File: src/rtl/core/fbmvn_pkg.sv
// shared constants and types for the fbm value noise unit
`default_nettype none

package fbmvn_pkg;

  localparam int COORD_W    = 32;
  localparam int FRAC_W     = 16;
  localparam int AMP_W      = 17;
  localparam int FADE_W     = 17;
  localparam int MASK_W     = 31;
  localparam int WPROD_W    = 52;
  localparam int SUM_W      = 52;
  localparam int WEIGHT_W   = 20;
  localparam int QUO_W      = 18;
  localparam int OUT_W      = 18;
  localparam int CFG_IDX_W  = 2;
  localparam int CFG_DATA_W = 17;
  localparam int OCT_W      = 4;
  localparam int LANE_LAT   = 9;

  localparam logic [31:0] HASH_MUL_Y = 32'd57;
  localparam logic [31:0] HASH_C1    = 32'd15731;
  localparam logic [31:0] HASH_C2    = 32'd789221;
  localparam logic [31:0] HASH_C3    = 32'd1376312589;

  localparam logic [AMP_W-1:0] AMP_ONE = 17'd65536;

  typedef enum logic [CFG_IDX_W-1:0] {
    REG_OCTAVE_COUNT = 2'd0,
    REG_PERSISTENCE  = 2'd1
  } cfg_reg_t;

endpackage

`default_nettype wire

File: src/rtl/core/fbmvn_div.sv
// pipelined restoring divider, rounding, sign and saturation of the noise sum
`default_nettype none

module fbmvn_div import fbmvn_pkg::*; (
  input  logic                    clk,
  input  logic                    rst_n,
  input  logic                    en,
  input  logic                    in_vld,
  input  logic signed [SUM_W-1:0] in_sum,
  input  logic [WEIGHT_W-1:0]     weight,
  input  logic                    zero,
  output logic                    out_vld,
  output logic signed [OUT_W-1:0] out_val
);

  localparam int REM_W = SUM_W + 1;

  logic [REM_W-1:0] rem_r [QUO_W+1];
  logic [QUO_W-1:0] quo_r [QUO_W+1];
  logic             neg_r [QUO_W+1];
  logic [QUO_W:0]   vld_r;
  logic [REM_W-1:0] rem_nxt [QUO_W+1];
  logic [QUO_W-1:0] quo_nxt [QUO_W+1];
  logic [REM_W-1:0] dsh     [QUO_W+1];
  logic [REM_W-1:0] mag_sum;
  logic [QUO_W-1:0] sat;
  logic signed [OUT_W-1:0] val_nxt;
  logic             out_vld_r;
  logic signed [OUT_W-1:0] out_val_r;

  always_comb begin
    mag_sum    = in_sum[SUM_W-1] ? REM_W'(-in_sum) : REM_W'(in_sum);
    rem_nxt[0] = mag_sum + (REM_W'(weight) << 13);
    quo_nxt[0] = '0;
    dsh[0]     = '0;
    for (int j = 1; j <= QUO_W; j++) begin
      dsh[j]     = (REM_W'(weight) << 14) << (QUO_W - j);
      rem_nxt[j] = rem_r[j-1];
      quo_nxt[j] = quo_r[j-1];
      if (rem_r[j-1] >= dsh[j]) begin
        rem_nxt[j] = rem_r[j-1] - dsh[j];
        quo_nxt[j][QUO_W-j] = 1'b1;
      end
    end
    sat     = (quo_r[QUO_W] > QUO_W'(65536)) ? QUO_W'(65536) : quo_r[QUO_W];
    val_nxt = zero ? '0 : (neg_r[QUO_W] ? -$signed(sat) : $signed(sat));
  end

  always_ff @(posedge clk) begin
    if (en) begin
      rem_r[0] <= rem_nxt[0];
      quo_r[0] <= quo_nxt[0];
      neg_r[0] <= in_sum[SUM_W-1];
      for (int j = 1; j <= QUO_W; j++) begin
        rem_r[j] <= rem_nxt[j];
        quo_r[j] <= quo_nxt[j];
        neg_r[j] <= neg_r[j-1];
      end
      out_val_r <= val_nxt;
    end
  end

  always_ff @(posedge clk) begin
    if (!rst_n) begin
      vld_r     <= '0;
      out_vld_r <= 1'b0;
    end else if (en) begin
      vld_r     <= {vld_r[QUO_W-1:0], in_vld};
      out_vld_r <= vld_r[QUO_W];
    end
  end

  assign out_vld = out_vld_r;
  assign out_val = out_val_r;

endmodule

`default_nettype wire

File: config.mk
export PLATFORM = sky130hd
export DESIGN_NAME = fbmvn_div
export DESIGN_NICKNAME = d
export VERILOG_FILES = /design/src/rtl/core/fbmvn_pkg.sv /design/src/rtl/core/fbmvn_div.sv
export SDC_FILE = /design/constraint.sdc
export NUM_CORES = 2
export LEC_CHECK = 0
export ABC_AREA = 1
export BUFFER_PORTS_ARGS = -buffer_cell sky130_fd_sc_hd__buf_2
export CELL_PAD_IN_SITES_DETAIL_PLACEMENT = 0
export CELL_PAD_IN_SITES_GLOBAL_PLACEMENT = 1
export CORE_ASPECT_RATIO = 1.25
export CORE_MARGIN = 2
export CORE_UTILIZATION = 30
export CTS_BUF_LIST = sky130_fd_sc_hd__clkbuf_4
export CTS_CLUSTER_SIZE = 20
export DETAILED_ROUTE_END_ITERATION = 8
export GPL_TIMING_DRIVEN = 0
export PLACE_DENSITY = 0.61
export SYNTH_ARGS = -nofsm -noshare
export SYNTH_HDL_FRONTEND = slang
export SYNTH_SLANG_ARGS = --single-unit
File: constraint.sdc
create_clock -name clk -period 4.25 [get_ports clk]
set_input_delay 0.425 -clock clk [delete_from_list [all_inputs] [get_ports clk]]
set_output_delay 0.425 -clock clk [all_outputs]
set_load 0.01 [all_outputs]
==> summary.md <==
| Metric | Value |
|---|---|
| Die X | 435 um |
| Initial antenna violation count | 9 |
| GRT busiest layer | met2 |
| Syn-to-layout area delta | 14.2% |
| FF-to-FF Start | rem_r[7][52] |
| Clock network fraction of total power | 0.216 |
| DRC | 0 |
| Setup Skew | about 0.11 ns |
| Layout cell share with drive strength beyond 1 | 0.104 |
| Drt total wl | 216,000 um |
| Peak supply drop | 0.201 mV |
| Setup Fix Bufs, Post-CTS | 0 |
| Tot Pwr | 46.7 mW |
| Min-delay src | zero |
| Total GRT Usage | 0.179 |
| Sw Ratio | 0.394 |
| Tmin final | 4.10 ns |
| Filler Cell Count | approximately 24,000 |
| Seq pwr share | 0.387 |
| Fraction of registers with async set/reset | 0 |
| Max_slew headroom | -0.0918 |
| Core Box Area | 0.231 mm2 |
| Worst path required time | about 5.1 ns |
| Final Slew Violations | 9 |
| Critical path origin | in_sum[12] |
| Port bufs | 94 |
| Psw | 18.4 mW |
| Syn Nets | 8,057 |
| Critical path, cell by cell | dlygate4sd3_1 -> buf_2 -> nor2_2 -> nand2_1 -> nor2_2 -> nand2_2 -> o21ai_2 -> xor2_1 -> ha_1 -> a21oi_1 -> o21ai_0 -> a21oi_1 -> nor3b_1 -> nor2_1 -> nor2_2 -> nor2_4 -> xor2_1 -> dlygate4sd3_1 |
| Dpl cell area | ~0.075 mm2 |
| Max Cap Viol | 1 |
| CTS tree | done |
| Main synth FF type | edfxtp_1 |
| Nets | 8,612 |
| Number of global-route vias before repair | 56,565 |
| Most used cell, CP | nor2_2 |
| EDFF count, synth | 1,162 |
| DR vias | 54,947 |
| Mean Syn Cell Area | 9.20 um2 |
| P_leak | 31.1 nW |
| Initial drt markers | ~3,300 |
| M3 GR Usage | 0.0250 |
| Arrival @ worst endpoint | 4.98 ns |
| Full die area | 0.236 mm2 |
| Met2 Resource Use GR | 0.345 |
| Fin crit share | 0.964 |
| RePlAce Congestion | 0.904 |
| Hold Crit Class | input pin to flip-flop |
| DR pass1 iterations | 6 |
| Seq/Total Area, Yosys | 0.506 |
| PD cells | 587 mW/mm2 |
| Mapped Cells | 7,580 |
| Fin area | 0.0797 mm2 |
| Wire length of the first global-routing pass | 325,000 um |
| Clock Tree Buf Depth | 4 |
| Initial core utilization | 0.302 |
| Int Pwr | between 20 and 30 mW |
| Worst setup path class | input pin to flip-flop |
| Worst-path clk slew | 0.06 ns |
| Critical Path Slowest Stage Cell | dlygate4sd3_1 |
| H-tree depth | 5 |
| Overflow after GRT | 0 |
| Unrepaired setup endpoints after global routing | no |
| Sink Count | 1,182 |
| Largest net degree at the start of global routing | 182 |
| Vias/cell | about 4.8 |
| Routed Antenna Nets | 0 |
| Final Instance Count excl. Fillers | about 11,000 |
| Logic pwr share | 0.397 |
| Crit end category | flip-flop |
| Total CTS buffers | 329 |
| Final Setup Violations | 0 |
| Rows | 197 |
| Routed WL per cell | 18.8 um |
| Post-synth cell types | slightly above 70 |
| Ys Warns | 0 |
| FMAX | 244 MHz |
| CP max FO | 5 |
| Hold Vio Cnt, Final | 0 |
| Skew-Pair Late Insertion Delay | 1.20 ns |
| Worst Setup Start Kind | input pin |
| Crit path largest cell delay | 0.55 ns |
| Placed cells | between 10,000 and 15,000 |
| Slew @ Worst Pin | 1.64 ns |
| Post-synthesis cell area | 0.0698 mm2 |
| CP top delay family | simple AND/OR/NAND/NOR gates |
| I/O pins | 96 |
| GR met1 Demand/Resource | 0.187 |
| Violated checks | max-capacitance violations, max-slew violations |
| Root buffer cell | clkbuf_4 |
| Die Height | 543 um |
| CP Buf/Inv Count | 3 |
| DP HPWL | roughly 170,000 um |
| Outcome | complete, but fails checks |
| Flops & latches, synth | about 1,200 |
| Fin util | 0.345 |
## synthesized netlist by cell type (41+ instances only)
| master | count | area (um2) |
|---|---|---|
| a21o_1 | 44 | 330 |
| a21oi_1 | 534 | 2670 |
| buf_2 | 41 | 205 |
| edfxtp_1 | 1162 | 34900 |
| ha_1 | 382 | 4780 |
| inv_1 | 777 | 2920 |
| nand2_1 | 1516 | 5690 |
| nand3_1 | 284 | 1420 |
| nand4_1 | 101 | 632 |
| nor2_1 | 913 | 3430 |
| nor3_1 | 132 | 661 |
| nor4_1 | 107 | 669 |
| o21ai_0 | 515 | 2580 |
| o21ai_1 | 70 | 350 |
| or2_2 | 45 | 282 |
| xnor2_1 | 224 | 1960 |
| xor2_1 | 244 | 2140 |
## state kept, by name, summed over array words and instances, names as in the netlist
signal,flops
neg_r,19
out_val,18
out_vld,1
quo_r,171
rem_r,954
vld_r,19
## power by group through the flow
stage          Clock [mW]  Combinational, mW  Sequential (mW)
6_report             10.1               18.5             18.1
5_1_grt              11.2               20.8             18.3
4_1_cts              10.6               18.5             18.1
3_5_place_dp            0               18.3             18.3
3_3_place_gp            0               18.2             18.7
2_1_floorplan           0               13.4             17.5
## per-stage QoR
step / setup TNS, ns / hold WS, ns / setup slack, ns
5_1_grt: 0 / 0.0912 / 0.0502
3_3_place_gp: - / 0.401 / -16.03
6_report: 0 / 0.222 / 0.154
4_1_cts: 0 / 0.00163 / 0.0125
3_5_place_dp: -261.26 / 0.405 / -1.18
2_1_floorplan: 0 / 0.400 / 0.737
## tightest hold or removal path, cell delays in order
cell	delay (ns)
dlygate4sd3_1	0.54
buf_2	0.17
nor2_1	0.11
## worst paths after layout
check                  to  slack, ns  depth (start not counted)
min            out_val[6]       0.22                          3
min reg2reg   rem_r[6][4]       0.36                          0
max          rem_r[0][42]       0.15                         18
max reg2reg  rem_r[8][43]       0.24                         10
## layout by cell type, fill, tap and decap left out, drive strengths merged, types with 183 or more instances in the layout
master / netlist / layout
xor2: 244 / 244
buf: 69 / 183
a21oi: 547 / 547
edfxtp: 1162 / 1162
nand2: 1547 / 1547
clkbuf: 24 / 460
nand3: 294 / 294
nor2: 953 / 953
ha: 382 / 382
inv: 799 / 804
xnor2: 225 / 225
o21ai: 600 / 600
## routing by layer
metal  vias to the layer above  share of wire
li1                      27544              -
met1                     25754           0.38
met2                      1226           0.54
met3                       419          0.037
met4                         4          0.047
met5                         -        0.00013
## cells by family (layout without fill, tap and decap cells)
group | count (synthesis) | count (layout) | synth area share
simple gates | 3253 | 3253 | 0.201
compound gates | 1382 | 1382 | 0.109
flops | 1182 | 1182 | 0.506
buf+inv | 893 | 1654 | 0.0513
xor+xnor | 469 | 469 | 0.0590
fa+ha+maj | 400 | 400 | 0.0737
other cells | 1 | 19 | 0.0000538
## area by class of cell
class	count	area, um2	area share
Antenna cell	18	45.0	0.000565
Buffer	92	577	0.00724
Clock buffer	436	3270	0.0411
Clock inverter	101	653	0.00820
Inverter	800	3000	0.0377
Multi-Input combinational cell	5505	30900	0.388
Sequential cell	1182	35300	0.443
Tap cell	3084	3860	0.0484
Timing Repair Buffer	225	2050	0.0257
## repair_timing
item | CTS | global route
endpoints found under the hold margin | 252 | 0
hold buffers | 110 | 0
endpoints found under the setup margin | 7 | 13
resized for setup | 1 | 3
(Power assumes the default switching activity.)
